===== src/hdl/arsp_pkg.sv =====
// shared types and codes for the administrative record stream parser
package arsp_pkg;

   typedef struct packed {
      logic [7:0] data_byte;
      logic       last_byte;
   } req_type;

   typedef struct packed {
      logic        field_valid;
      logic [3:0]  field_id;
      logic [63:0] field_value;
      logic [1:0]  record_status;
      logic [1:0]  error_code;
   } rsp_type;

   localparam logic [3:0] FID_HEADER   = 4'd0;
   localparam logic [3:0] FID_FLAGS    = 4'd1;
   localparam logic [3:0] FID_REASON   = 4'd2;
   localparam logic [3:0] FID_CUSTODY  = 4'd3;
   localparam logic [3:0] FID_FOFF     = 4'd4;
   localparam logic [3:0] FID_FLEN     = 4'd5;
   localparam logic [3:0] FID_EVS      = 4'd6;
   localparam logic [3:0] FID_EVNS     = 4'd7;
   localparam logic [3:0] FID_CTS      = 4'd8;
   localparam logic [3:0] FID_SEQ      = 4'd9;
   localparam logic [3:0] FID_EIDLEN   = 4'd10;
   localparam logic [3:0] FID_EID      = 4'd11;

   localparam logic [1:0] PS_BUSY      = 2'd0;
   localparam logic [1:0] PS_DONE      = 2'd1;
   localparam logic [1:0] PS_ERROR     = 2'd2;

   localparam logic [1:0] ERR_NONE     = 2'd0;
   localparam logic [1:0] ERR_TYPE     = 2'd1;
   localparam logic [1:0] ERR_OVERFLOW = 2'd2;
   localparam logic [1:0] ERR_TRUNC    = 2'd3;

   localparam logic [3:0] TYPE_STATUS  = 4'd1;
   localparam logic [3:0] TYPE_CUSTODY = 4'd2;

endpackage


===== src/hdl/arsp_in_reg.sv =====
// input register stage holding one request transaction
module arsp_in_reg
   import arsp_pkg::*;
(
   input  logic    clock,
   input  logic    reset,
   input  logic    req_valid,
   output logic    req_ready,
   input  req_type req_data,
   output logic    item_valid,
   input  logic    item_ready,
   output req_type item_data
);

   logic    valid_ff, valid_in;
   req_type data_ff;

   assign req_ready  = !valid_ff || item_ready;
   assign item_valid = valid_ff;
   assign item_data  = data_ff;

   always_comb begin
      if (req_valid && req_ready) begin
         valid_in = 1'b1;
      end else if (item_ready) begin
         valid_in = 1'b0;
      end else begin
         valid_in = valid_ff;
      end
   end

   always_ff @(posedge clock) begin
      if (reset) begin
         valid_ff <= 1'b0;
      end else begin
         valid_ff <= valid_in;
      end
   end

   always_ff @(posedge clock) begin
      if (req_valid && req_ready) begin
         data_ff <= req_data;
      end
   end

endmodule


===== src/hdl/arsp_parser.sv =====
// record parse state and per-byte decode logic
module arsp_parser
   import arsp_pkg::*;
(
   input  logic    clock,
   input  logic    reset,
   input  logic    advance,
   input  req_type item,
   output rsp_type result
);

   typedef enum logic [12:0] {
      ST_HEADER  = 13'b0000000000001,
      ST_FLAGS   = 13'b0000000000010,
      ST_REASON  = 13'b0000000000100,
      ST_CUSTODY = 13'b0000000001000,
      ST_FOFF    = 13'b0000000010000,
      ST_FLEN    = 13'b0000000100000,
      ST_EVS     = 13'b0000001000000,
      ST_EVNS    = 13'b0000010000000,
      ST_CTS     = 13'b0000100000000,
      ST_SEQ     = 13'b0001000000000,
      ST_EIDLEN  = 13'b0010000000000,
      ST_EID     = 13'b0100000000000,
      ST_DRAIN   = 13'b1000000000000
   } stage_type;

   stage_type   stage_ff, stage_in;
   logic [3:0]  flags_ff, flags_in;
   logic [63:0] acc_ff, acc_in;
   logic [15:0] eid_left_ff, eid_left_in;
   logic [15:0] eid_dec;
   logic [1:0]  status_ff, status_in;
   logic [1:0]  err_ff, err_in;

   logic [7:0]  byte_val;
   logic [63:0] acc_shift;
   logic        ovf16, ovf32, ovf64;
   logic        ovf, more;
   stage_type   after_prefix;

   assign byte_val     = item.data_byte;
   assign acc_shift    = {acc_ff[56:0], byte_val[6:0]};
   assign ovf16        = |acc_ff[63:9];
   assign ovf32        = |acc_ff[63:25];
   assign ovf64        = |acc_ff[63:57];
   assign more         = byte_val[7];
   assign after_prefix = flags_ff[0] ? ST_FOFF : ST_EVS;
   assign eid_dec      = eid_left_ff - 16'd1;

   always_comb begin
      stage_in            = stage_ff;
      flags_in            = flags_ff;
      acc_in              = acc_ff;
      eid_left_in         = eid_left_ff;
      status_in           = status_ff;
      err_in              = err_ff;
      result.field_valid  = 1'b0;
      result.field_id     = FID_HEADER;
      result.field_value  = 64'd0;
      ovf                 = 1'b0;

      case (stage_ff)
         ST_FOFF, ST_FLEN, ST_EVNS: ovf = ovf32;
         ST_EVS, ST_CTS:            ovf = ovf64;
         ST_SEQ, ST_EIDLEN:         ovf = ovf16;
         default:                   ovf = 1'b0;
      endcase

      case (stage_ff)
         ST_HEADER: begin
            flags_in = byte_val[3:0];
            if (byte_val[7:4] == TYPE_STATUS) begin
               result.field_valid = 1'b1;
               result.field_value = {56'd0, byte_val};
               stage_in           = ST_FLAGS;
            end else if (byte_val[7:4] == TYPE_CUSTODY) begin
               result.field_valid = 1'b1;
               result.field_value = {56'd0, byte_val};
               stage_in           = ST_CUSTODY;
            end else begin
               status_in = PS_ERROR;
               err_in    = ERR_TYPE;
               stage_in  = ST_DRAIN;
            end
         end
         ST_FLAGS: begin
            result.field_valid = 1'b1;
            result.field_id    = FID_FLAGS;
            result.field_value = {56'd0, byte_val};
            stage_in           = ST_REASON;
         end
         ST_REASON: begin
            result.field_valid = 1'b1;
            result.field_id    = FID_REASON;
            result.field_value = {56'd0, byte_val};
            stage_in           = after_prefix;
         end
         ST_CUSTODY: begin
            result.field_valid = 1'b1;
            result.field_id    = FID_CUSTODY;
            result.field_value = {56'd0, byte_val};
            stage_in           = after_prefix;
         end
         ST_FOFF, ST_FLEN, ST_EVS, ST_EVNS, ST_CTS, ST_SEQ, ST_EIDLEN: begin
            if (ovf) begin
               status_in = PS_ERROR;
               err_in    = ERR_OVERFLOW;
               stage_in  = ST_DRAIN;
            end else if (more) begin
               acc_in = acc_shift;
            end else begin
               acc_in             = 64'd0;
               result.field_valid = 1'b1;
               result.field_value = acc_shift;
               case (stage_ff)
                  ST_FOFF: begin
                     result.field_id = FID_FOFF;
                     stage_in        = ST_FLEN;
                  end
                  ST_FLEN: begin
                     result.field_id = FID_FLEN;
                     stage_in        = ST_EVS;
                  end
                  ST_EVS: begin
                     result.field_id = FID_EVS;
                     stage_in        = ST_EVNS;
                  end
                  ST_EVNS: begin
                     result.field_id = FID_EVNS;
                     stage_in        = ST_CTS;
                  end
                  ST_CTS: begin
                     result.field_id = FID_CTS;
                     stage_in        = ST_SEQ;
                  end
                  ST_SEQ: begin
                     result.field_id = FID_SEQ;
                     stage_in        = ST_EIDLEN;
                  end
                  default: begin
                     result.field_id = FID_EIDLEN;
                     eid_left_in     = acc_shift[15:0];
                     if (acc_shift[15:0] == 16'd0) begin
                        status_in = PS_DONE;
                        stage_in  = ST_DRAIN;
                     end else begin
                        stage_in = ST_EID;
                     end
                  end
               endcase
            end
         end
         ST_EID: begin
            result.field_valid = 1'b1;
            result.field_id    = FID_EID;
            result.field_value = {56'd0, byte_val};
            eid_left_in        = eid_dec;
            if (eid_dec == 16'd0) begin
               status_in = PS_DONE;
               stage_in  = ST_DRAIN;
            end
         end
         default: begin
            stage_in = ST_DRAIN;
         end
      endcase

      if (item.last_byte && status_in == PS_BUSY) begin
         result.record_status = PS_ERROR;
         result.error_code    = ERR_TRUNC;
      end else begin
         result.record_status = status_in;
         result.error_code    = err_in;
      end
   end

   always_ff @(posedge clock) begin
      if (reset || (advance && item.last_byte)) begin
         stage_ff    <= ST_HEADER;
         flags_ff    <= 4'd0;
         acc_ff      <= 64'd0;
         eid_left_ff <= 16'd0;
         status_ff   <= PS_BUSY;
         err_ff      <= ERR_NONE;
      end else if (advance) begin
         stage_ff    <= stage_in;
         flags_ff    <= flags_in;
         acc_ff      <= acc_in;
         eid_left_ff <= eid_left_in;
         status_ff   <= status_in;
         err_ff      <= err_in;
      end
   end

endmodule


===== src/hdl/arsp_out_reg.sv =====
// result register holding one response transaction
module arsp_out_reg
   import arsp_pkg::*;
(
   input  logic    clock,
   input  logic    reset,
   input  logic    load_valid,
   output logic    load_ready,
   input  rsp_type load_data,
   output logic    rsp_valid,
   input  logic    rsp_ready,
   output rsp_type rsp_data
);

   logic    valid_ff, valid_in;
   rsp_type data_ff;

   assign load_ready = !valid_ff || rsp_ready;
   assign rsp_valid  = valid_ff;
   assign rsp_data   = data_ff;

   always_comb begin
      if (load_valid && load_ready) begin
         valid_in = 1'b1;
      end else if (rsp_ready) begin
         valid_in = 1'b0;
      end else begin
         valid_in = valid_ff;
      end
   end

   always_ff @(posedge clock) begin
      if (reset) begin
         valid_ff <= 1'b0;
      end else begin
         valid_ff <= valid_in;
      end
   end

   always_ff @(posedge clock) begin
      if (load_valid && load_ready) begin
         data_ff <= load_data;
      end
   end

endmodule


===== src/hdl/admin_record_stream_parser.sv =====
// top level of the administrative record stream parser
//
// req channel: one payload byte per transaction, last_byte marks the end
// of the record; the parser starts over after that byte.
// rsp channel: exactly one result per request byte, in order, carrying
// the field finished by that byte (if any) and the record status.
// path: an accepted byte is held in the input register, decoded
// combinationally and loaded into the result register, which drives
// rsp_valid and rsp_data.
// throughput: one byte per cycle while rsp_ready is high; the decode
// between the input register and the result register is combinational.
// stall: when rsp_ready is low the result register holds, the input
// register still takes one more byte, then req_ready drops until the
// receiver takes the pending result.
// reset: synchronous, clears both registers and returns the parser to
// waiting for a header byte.
module admin_record_stream_parser
   import arsp_pkg::*;
(
   input  logic    clock,
   input  logic    reset,
   input  logic    req_valid,
   output logic    req_ready,
   input  req_type req_data,
   output logic    rsp_valid,
   input  logic    rsp_ready,
   output rsp_type rsp_data
);

   logic    item_valid;
   logic    item_ready;
   req_type item_data;
   rsp_type result;

   arsp_in_reg u_in_reg (
      .clock      (clock),
      .reset      (reset),
      .req_valid  (req_valid),
      .req_ready  (req_ready),
      .req_data   (req_data),
      .item_valid (item_valid),
      .item_ready (item_ready),
      .item_data  (item_data)
   );

   arsp_parser u_parser (
      .clock   (clock),
      .reset   (reset),
      .advance (item_valid && item_ready),
      .item    (item_data),
      .result  (result)
   );

   arsp_out_reg u_out_reg (
      .clock      (clock),
      .reset      (reset),
      .load_valid (item_valid),
      .load_ready (item_ready),
      .load_data  (result),
      .rsp_valid  (rsp_valid),
      .rsp_ready  (rsp_ready),
      .rsp_data   (rsp_data)
   );

   a_err_means_error: assert property (@(posedge clock) disable iff (reset)
      rsp_valid && rsp_data.error_code != ERR_NONE |-> rsp_data.record_status == PS_ERROR)
      else $error("error code without error status");

   a_error_has_code: assert property (@(posedge clock) disable iff (reset)
      rsp_valid && rsp_data.record_status == PS_ERROR |-> rsp_data.error_code != ERR_NONE)
      else $error("error status without error code");

   a_idle_field_zero: assert property (@(posedge clock) disable iff (reset)
      rsp_valid && !rsp_data.field_valid
         |-> rsp_data.field_id == FID_HEADER && rsp_data.field_value == 64'd0)
      else $error("non-field result carries data");

   a_field_id_range: assert property (@(posedge clock) disable iff (reset)
      rsp_valid && rsp_data.field_valid |-> rsp_data.field_id <= FID_EID)
      else $error("field id out of range");

endmodule


===== config.mk =====
export PLATFORM = sky130hd
export DESIGN_NAME = admin_record_stream_parser
export DESIGN_NICKNAME = d
export VERILOG_FILES = /design/src/hdl/arsp_pkg.sv /design/src/hdl/arsp_in_reg.sv /design/src/hdl/arsp_parser.sv /design/src/hdl/arsp_out_reg.sv /design/src/hdl/admin_record_stream_parser.sv
export SDC_FILE = /design/constraint.sdc
export NUM_CORES = 1
export LEC_CHECK = 0
export ABC_CLOCK_PERIOD_IN_PS = 3700
export BUFFER_PORTS_ARGS = -buffer_cell sky130_fd_sc_hd__buf_4
export CAP_MARGIN = 10
export CORE_MARGIN = 2
export CORE_UTILIZATION = 45
export CTS_CLUSTER_DIAMETER = 40
export DETAILED_ROUTE_END_ITERATION = 16
export GPL_TIMING_DRIVEN = 0
export MAX_ROUTING_LAYER = met4
export PLACE_DENSITY = 0.66
export SLEW_MARGIN = 5
export SYNTH_ARGS = -nofsm -noshare
export SYNTH_HDL_FRONTEND = slang
export SYNTH_SLANG_ARGS = --single-unit

===== constraint.sdc =====
create_clock -name clock -period 3.7 [get_ports clock]
set_input_delay 0.74 -clock clock [delete_from_list [all_inputs] [get_ports clock]]
set_output_delay 0.74 -clock clock [all_outputs]
set_load 0.03 [all_outputs]

==> metrics, run 1 <==
period utilisation layout 94.82%; setup violators final 0; IO Pins 88; first-pass GRT wire length 35,380 um; reg2reg setup slack 0.19 ns; antenna cells 0; clock latency on the worst-skew pair 0.44 ns; WL per Instance 18.49 um; Final Hold Viols 0; worst-case clock skew 0.01115 ns; WP buf/inv 1; RSZ-0062 raised after global routing false; Layout Nets 983; Startpoint Class flip-flop; largest net degree at the start of global routing 65; required time worst endpoint 3.97 ns; CTS resizes 0; Max Slew Vio Count 0; most frequent cells in the layout 100 x dfxtp_1, 99 x nand2_1, 96 x buf_4; Post-synth ARST share 0%; share of cells above drive strength 1 16.51%; worst path arrival time 3.78 ns; Cell Pwr Density 431.2 nW/um^2; area leader, netlist edfxtp_1; Crit-path slowest cell or4_1; Syn Nets 876; Max Cap Violations 0; initial DRC count 846; FP Rows 49; setup bufs post-CTS 0; synth top area cells edfxtp_1 30%, dfxtp_1 24%, a21oi_1 5.3%; Layout area overhead 18.77%; outcome finished, final reports clean; #FFs+latches synth 182; cell area after synthesis 8272 um^2; clk buf depth 2; register area share after synthesis 53.97%; Hold Path Cell Cnt 2; Initial Util 45.89%; vias in the first global route 6,424; routability congestion estimate 0.9681; Antenna Nets Post-Route 0; area share of the largest cell type after synthesis 29.77%; final wirelength 22,380 um; core box area 18,020 um^2; Remaining DRCs 0; Worst Tran Pin Value 0.8764 ns; die area 19,480 um^2; crit path from u_parser.acc_ff[59]$_SDFFE_PP0P_; Setup crit end kind flip-flop; Slew HR 41.22%; Peak Freq 285.0 MHz; CTS hold repair buffers 0; synth warn 0; Synth Flop Type dfxtp_1; Hold Startpoint u_parser.acc_ff[62]$_SDFFE_PP0P_; Crit Path Class reg -> reg; Final Util 54.51%; number of flops mapped to enable cells by yosys 82; Worst Path Max Fanout 10; Leakage 3.508 nW; DIE WIDTH 139.6 um; Worst Hold Class reg -> reg; Setup TNS 0 ns; commonest non-fill, non-tap cell in the layout dfxtp_1; reg2reg end u_out_reg.rsp_data[68]$_DFFE_PP_; Reg2Reg Depth 8; detailed-route via count 7,067; Crit Reg-Reg Startpoint u_parser.acc_ff[59]$_SDFFE_PP0P_; Clock transition at path regs 0.07 ns; GR Util All Layers 23.61%; crit path time final 3.508 ns; Hold Path End u_parser.acc_ff[62]$_SDFFE_PP0P_; Num CTS Buffers 17; cell count after synthesis 861; Crit path max-delay family simple AND/OR/NAND/NOR gates; I/O Buffers 87; CTS tree done; Root Driver clkbuf_16; delay of the slowest cell on the worst path 0.55 ns; H-tree depth 4; HPWL Detailed 15,980 um; Pre-antenna DRT Iters 6; drt via density 5.840; synth unique cells 64; crit-path cells or4_1, nor4_2, nand3_1, o22a_2, nor3_2, clkbuf_1, nand2_1, o211ai_1; VDD IR max 0.3376 mV; CTS sink cnt 182; height of the chip 139.6 um; Avg Inst Size Synth 9.607 um^2; initial antenna violation count 0; gr ovfl total 0
where the power goes:
group          leakage, nW  internal (mW)  switching, mW
sequential            1.59           2.14         0.0235
combinational         1.64         0.0917          0.205
clock                0.278          0.903          0.871
total                 3.51           3.14           1.10
Yosys cell counts, types with 8 or more instances:
master,n
nor4_1,23
clkbuf_1,40
nor2_1,42
nand4_1,17
o31ai_1,10
inv_1,12
a31oi_1,14
buf_4,9
and2_1,64
nor3_1,16
o21ai_0,28
o21ai_1,8
nand2_1,99
buf_2,14
dfxtp_1,100
a21oi_1,88
nand3_1,70
edfxtp_1,82
nor4b_1,11
o21a_1,9
metrics by stage:
step | instance area, um^2 | instances | total power, mW | hold slack, ns | setup WS [ns]
6_report | 9824 | 1210 | 4.237 | 0.4704 | 0.1916
5_1_grt | 9824 | 1210 | 4.366 | 0.4587 | 0.06010
4_1_cts | 9824 | 1210 | 4.259 | 0.4641 | 0.1684
3_5_place_dp | 9243 | 1178 | 2.507 | 0.4558 | 0.1916
3_3_place_gp | 9213 | 1177 | 2.505 | 0.4432 | 0.2040
2_1_floorplan | 8273 | 861 | 2.392 | 0.4281 | 0.9664
worst max path at each step:
stage,depth (start not counted),slack [ns],end
after global routing,12,0.06,u_parser.stage_ff[1]$_SDFFE_PP0P_
after CTS,8,0.17,u_out_reg.rsp_data[68]$_DFFE_PP_
after floorplan,7,0.97,u_parser.flags_ff[0]$_SDFFE_PP0P_
after detailed placement,8,0.19,u_out_reg.rsp_data[68]$_DFFE_PP_
after global placement,8,0.20,u_out_reg.rsp_data[68]$_DFFE_PP_
final,8,0.19,u_out_reg.rsp_data[68]$_DFFE_PP_
registers in the layout (all words and copies together) (netlist names):
register / flops
u_in_reg.item_valid: 1
u_out_reg.rsp_valid: 1
u_parser.flags_ff: 1
u_parser.eid_left_ff: 16
u_parser.status_ff: 2
u_in_reg.item_data: 9
u_parser.acc_ff: 64
u_parser.err_ff: 2
u_parser.stage_ff: 13
u_out_reg.rsp_data: 73
tightest hold or removal path, stage by stage (launching register included):
cell     delay [ns]
dfxtp_1        0.32
a31oi_1        0.04
nor2_1         0.07
per-layer routing:
metal  global-route usage (%)  wire (um)  vias to the layer above  part of all wire (%)
li1                         -          -                     3359                     -
met1                    33.13      10240                     3363                    46
met2                    34.70      10070                      310                    45
met3                    4.680       1715                       35                   7.7
met4                    7.368        350                        0                   1.6
met5                        -          0                        -                     0
cell type report:
cell class	count	area, um^2
Clock buffer	18	429.2
Inverter	12	45.04
Timing Repair Buffer	88	680.7
Fill cell	1622	8200
Tap cell	229	286.5
Multi-Input combinational cell	600	3430
Clock inverter	14	152.6
Sequential cell	182	4464
Buffer	67	336.6
cell families (layout without fill, tap and decap cells):
family,count (synthesis),in the layout,synth area share [%]
XOR/XNOR,9,9,0.9529
buffers and inverters,79,199,4.568
AO/OA/AOI/OAI,200,200,14.78
multiplexers,2,2,0.2420
flip-flops,182,182,53.97
AND/OR/NAND/NOR,387,387,25.19
adder cells (fa/ha/maj),2,2,0.3025
Power figures use the tool's default switching activity.
==> run 2: changes to the inputs <==
Settings changed: ABC_CLOCK_PERIOD_IN_PS 3700 to 4400, PLACE_DENSITY 0.66 to unset.
Clock period 3.7 ns to 4.4 ns, I/O delays scaled along.
==> run 2 against run 1 <==
- clock power decreased by 11%
- sequential power shrank 16%
- global-route usage up 0.058 points
- register-to-register slack gained 0.79 ns
- largest cell class unchanged
- critical endpoint unchanged
- design area grew 0.18%
==> metrics, run 2 (synthesized netlist as in run 1, its figures left out) <==
commonest non-fill, non-tap cell in the layout dfxtp_1; crit path time final 3.419 ns (-0.08939 ns); Peak Freq 292.5 MHz (+2.6%); Final Util 54.60% (+0.097 points); clock share of power 43.2% (+1.3 points); antenna cells 0 (unchanged); CTS resizes 0 (unchanged); Biggest register u_out_reg.rsp_data; clk buf depth 2 (unchanged); WL per Instance 18.42 um (-0.37%); most frequent cells in the layout 100 x dfxtp_1, 99 x nand2_1, 96 x buf_4; Top Metal Used met4; CTS tree done; first-pass GRT wire length 35,400 um (about the same); outcome finished, final reports clean; detailed-route via count 7,001 (-0.93%); height of the chip 139.6 um (unchanged); power share of the sequential group 49.9% (-1.2 points); gr ovfl total 0 (unchanged); initial DRC count 809 (-4.4%); Layout Nets 983 (unchanged); Antenna Nets Post-Route 0 (unchanged); DRT met1 WL 9838 um (-3.9%); Pwr Total 3.649 mW (-14%); Remaining DRCs 0 (unchanged); Max Cap Violations 0 (unchanged); Crit Path Class reg -> reg; drt via density 5.786 (-0.93%); Cell Pwr Density 370.7 nW/um^2 (-14%); Startpoint Class flip-flop; register area 4464 um^2 (unchanged); core box area 18,020 um^2 (unchanged); worst-case clock skew 0.01336 ns (+0.002202 ns); metal3 WL 1262 um (-26%); Initial Util 45.89% (unchanged); Root Driver clkbuf_16; VDD IR max 0.2996 mV (-11%); switching pwr 955.6 uW (-13%); Setup crit end kind flip-flop; GR Util All Layers 23.67% (+0.058 points); RSZ-0062 raised after global routing false; fin area 9842 um^2 (+0.18%); worst path arrival time 3.69 ns (-0.09 ns); DIE WIDTH 139.6 um (unchanged); Num CTS Buffers 17 (unchanged); Worst Tran Pin Value 0.7676 ns (-0.1088 ns); setup slack after layout 0.9810 ns (+0.7894 ns); CTS sink cnt 182 (unchanged); placed instance area 9235 um^2 (about the same); largest net degree at the start of global routing 47 (-28%); Final Hold Viols 0 (unchanged); IO Pins 88 (unchanged); H-tree depth 4 (unchanged); I/O Buffers 87 (unchanged); period utilisation layout 77.70% (-17 points); reg2reg setup slack 0.98 ns (+0.79 ns); HPWL Detailed 15,710 um (-1.7%); Leakage 3.519 nW (+0.30%); Pre-antenna DRT Iters 5 (-1); initial antenna violation count 0 (unchanged); multi-input logic area 3430 um^2 (unchanged); share of cells above drive strength 1 16.62% (+0.10 points); Combinational Power Share 6.9% (about the same); CTS hold repair buffers 0 (unchanged); max reg flops 73 (unchanged); FP Rows 49 (unchanged); Worst Hold Class reg -> reg; routed length on met2 10,650 um (+5.7%); Max Slew Vio Count 0 (unchanged); setup bufs post-CTS 0 (unchanged); DP Worst Slack 1.029 ns (+0.8371 ns); Fillers 1,669 (+2.9%); vias in the first global route 6,487 (+0.98%); setup violators final 0 (unchanged); clock latency on the worst-skew pair 0.45 ns (about the same); required time worst endpoint 4.67 ns (+0.70 ns); Worst Path Max Fanout 10 (unchanged); Clock transition at path regs 0.08 ns (about the same); routability congestion estimate 0.9140 (-5.6%); top flop regs u_out_reg.rsp_data x73, u_parser.acc_ff x64, u_parser.eid_left_ff x16; Int Pwr 2.693 mW (-14%); Layout area overhead 18.98%; Sw Share 26.19% (+0.23 points); final wirelength 22,290 um (-0.37%); Slew HR 48.83% (+7.6 points); die area 19,480 um^2 (unchanged)
==> run 2: power groups by stage <==
| stage | Combinational (mW) | Sequential, mW | Clock (mW) |
|---|---|---|---|
| 2_1_floorplan | 0.101 | 1.91 | 0 |
| 3_3_place_gp | 0.248 | 1.86 | 0 |
| 3_5_place_dp | 0.250 | 1.86 | 0 |
| 4_1_cts | 0.251 | 1.82 | 1.59 |
| 5_1_grt | 0.268 | 1.82 | 1.66 |
| 6_report | 0.251 | 1.82 | 1.58 |
==> run 2: worst paths after layout <==
path	startpoint	end	cells past startpoint
setup / recovery	u_parser.acc_ff[59]$_SDFFE_PP0P_	u_out_reg.rsp_data[68]$_DFFE_PP_	8
setup reg to reg	u_parser.acc_ff[59]$_SDFFE_PP0P_	u_out_reg.rsp_data[68]$_DFFE_PP_	8
hold / removal	u_parser.acc_ff[59]$_SDFFE_PP0P_	u_parser.acc_ff[59]$_SDFFE_PP0P_	2
hold reg to reg	u_parser.acc_ff[59]$_SDFFE_PP0P_	u_parser.acc_ff[59]$_SDFFE_PP0P_	2
==> run 2: area by class of cell <==
type,instances,area share (%)
plain buffers,67,3.420
well taps,229,2.911
clock buffers,17,4.322
multi-input cells,600,34.85
repair buffers,88,6.840
clock inverters,15,1.843
inverters,12,0.4577
flip-flops and latches,182,45.36
==> run 2: metrics by stage <==
step / TNS (ns) / hold slack, ns / instances
finish: 0 / 0.4664 / 1210
global route: 0 / 0.5010 / 1210
CTS: 0 / 0.4731 / 1210
detailed placement: 0 / 0.4546 / 1178
global placement: -64.91 / 0.4408 / 1177
floorplan: 0 / 0.4281 / 861
==> run 2: worst max-delay path, stage by stage (launching register included) <==
cell      delay (ns)
dfxtp_1         0.31
or4_1           0.54
nor4_2          0.44
nand3_1         0.27
o22a_2          0.35
nor3_2          0.48
clkbuf_1        0.51
nand2_1         0.17
o211ai_1        0.16
==> run 2: layer usage <==
layer | global-route usage, % | up-vias
met2 | 38.11 | 282
met3 | 4.405 | 41
met5 | - | -
li1 | - | 3366
met4 | 8.316 | 0
met1 | 30.15 | 3312
==> run 3: changes to the inputs <==
Settings changed: ABC_CLOCK_PERIOD_IN_PS 4400 to 3510.
Clock period 4.4 ns to 3.51 ns, I/O delays scaled along.
==> run 3 against run 2 <==
- power grew 24%
- register-to-register slack worse by 0.79 ns
- hold slack lost 0.031 ns
- die area unchanged
- utilization shrank 0.055 points
- via count down 0.33%
- non-clock buffer count unchanged
- clock skew shrank 0.0033 ns
- largest power group unchanged
==> metrics, run 3 (synthesized netlist as in run 1, its figures left out) <==
FP Rows 49 (unchanged); DIE WIDTH 139.6 um (unchanged); Max Slew Vio Count 0 (unchanged); Max Cap Violations 0 (unchanged); setup bufs post-CTS 0 (unchanged); Crit Reg-Reg Startpoint u_parser.acc_ff[59]$_SDFFE_PP0P_; H-tree depth 4 (unchanged); final hold slack 0.4349 ns (-0.03150 ns); worst-case clock skew 0.01004 ns (-0.003318 ns); WL per Instance 18.57 um (+0.80%); Crit path max-delay family simple AND/OR/NAND/NOR gates; WP buf/inv 1 (unchanged); top flop regs u_out_reg.rsp_data x73, u_parser.acc_ff x64, u_parser.eid_left_ff x16; Worst Hold Class in -> reg; Cell Pwr Density 460.5 nW/um^2 (+24%); Hold Path Cell Cnt 1 (-1); Worst Tran Pin Value 0.7797 ns (+0.01207 ns); Pre-antenna DRT Iters 5 (unchanged); CTS sink cnt 182 (unchanged); Fillers 1,650 (-1.1%); delay of the slowest cell on the worst path 0.54 ns (about the same); gr ovfl total 0 (unchanged); initial DRC count 639 (-21%); core box area 18,020 um^2 (unchanged); Antenna Nets Post-Route 0 (unchanged); period utilisation layout 94.59% (+17 points); Slew HR 47.71% (-1.1 points); GR Util All Layers 23.89% (+0.22 points); initial antenna violation count 0 (unchanged); Crit-path slowest cell or4_1; multi-input logic area 3430 um^2 (unchanged); die area 19,480 um^2 (unchanged); register area 4464 um^2 (unchanged); Hold Startpoint req_data[1]; VDD IR max 0.3542 mV (+18%); worst path arrival time 3.58 ns (-0.11 ns); Final Hold Viols 0 (unchanged); RSZ-0062 raised after global routing true; Crit Path Class reg -> reg; Reg2Reg Depth 8 (unchanged); clock latency on the worst-skew pair 0.44 ns (about the same); reg2reg setup slack 0.19 ns (-0.79 ns); outcome finished, final reports clean; detailed-route via count 6,978 (-0.33%); required time worst endpoint 3.77 ns (-0.90 ns); largest net degree at the start of global routing 48 (+2.1%); Setup crit end kind flip-flop; Num CTS Buffers 17 (unchanged); height of the chip 139.6 um (unchanged); Remaining DRCs 0 (unchanged); routability congestion estimate 0.9152 (+0.13%); Startpoint Class flip-flop; Layout area overhead 18.86%; Setup TNS 0 ns (unchanged); Biggest register u_out_reg.rsp_data; Final Util 54.55% (-0.055 points); CTS tree done; Leakage 3.518 nW (about the same); HPWL Detailed 15,770 um (+0.39%); CTS hold repair buffers 0 (unchanged); most frequent cells in the layout 100 x dfxtp_1, 99 x nand2_1, 96 x buf_4; share of cells above drive strength 1 16.62% (unchanged); Root Driver clkbuf_16; crit path time final 3.320 ns (-0.09875 ns); setup violators final 0 (unchanged); antenna cells 0 (unchanged); reg2reg end u_out_reg.rsp_data[68]$_DFFE_PP_; Worst Path Max Fanout 10 (unchanged); Hold Path End u_in_reg.item_data[1]$_DFFE_PP_; clk buf depth 2 (unchanged); IO Pins 88 (unchanged); crit-path cells or4_1, nor4_2, nand3_1, o22a_2, nor3_2, clkbuf_1, nand2_1, o211ai_1; commonest non-fill, non-tap cell in the layout dfxtp_1; max reg flops 73 (unchanged); final wirelength 22,470 um (+0.80%); Layout Nets 983 (unchanged); first-pass GRT wire length 36,150 um (+2.1%); CTS resizes 0 (unchanged); drt via density 5.767 (-0.33%); Clock transition at path regs 0.07 ns (about the same); vias in the first global route 6,626 (+2.1%); Peak Freq 301.2 MHz (+3.0%); I/O Buffers 87 (unchanged); Initial Util 45.89% (unchanged)
run 3: how the worst max path moves through the flow:
stage | from | endpoint | cells after the start
finish | u_parser.acc_ff[59]$_SDFFE_PP0P_ | u_out_reg.rsp_data[68]$_DFFE_PP_ | 8
global route | u_parser.eid_left_ff[0]$_SDFFE_PP0P_ | u_out_reg.rsp_data[1]$_SDFFCE_PP1P_ | 11
CTS | u_parser.acc_ff[59]$_SDFFE_PP0P_ | u_out_reg.rsp_data[68]$_DFFE_PP_ | 8
detailed placement | u_parser.acc_ff[59]$_SDFFE_PP0P_ | u_out_reg.rsp_data[68]$_DFFE_PP_ | 8
global placement | rsp_ready | u_parser.flags_ff[0]$_SDFFE_PP0P_ | 8
floorplan | rsp_ready | u_parser.flags_ff[0]$_SDFFE_PP0P_ | 7
run 3: report_power, final:
group / leakage [nW] / total, mW / internal [mW] / switching (mW)
clock network: 0.288 / 1.93 / 1.01 / 0.920
logic: 1.64 / 0.316 / 0.0968 / 0.219
registers: 1.59 / 2.28 / 2.26 / 0.0243
run 3: area by class of cell:
cell class | instances | area share (%)
Timing Repair Buffer | 88 | 6.923
Multi-Input combinational cell | 600 | 34.88
Clock inverter | 15 | 1.667
Buffer | 67 | 3.423
Inverter | 12 | 0.4581
Clock buffer | 17 | 4.327
Sequential cell | 182 | 45.41
Tap cell | 229 | 2.914
run 3: metal layers:
metal  part of all wire, %  up-vias  track usage, %
met3                   5.8       40           4.129
met1                    44     3300           31.15
met2                    48      275           38.54
met4                   2.1        0           7.000
li1                      -     3363               -
met5                     0        -               -
run 3: metrics by stage:
step	instance area [um^2]	power [mW]	setup slack, ns	instances
floorplan	8273	2.522	0.8144	861
CTS	9832	4.544	0.1549	1210
detailed placement	9243	2.645	0.1957	1178
global route	9832	4.663	-0.002360	1210
finish	9832	4.528	0.1898	1210
global placement	9213	2.644	0.03422	1177
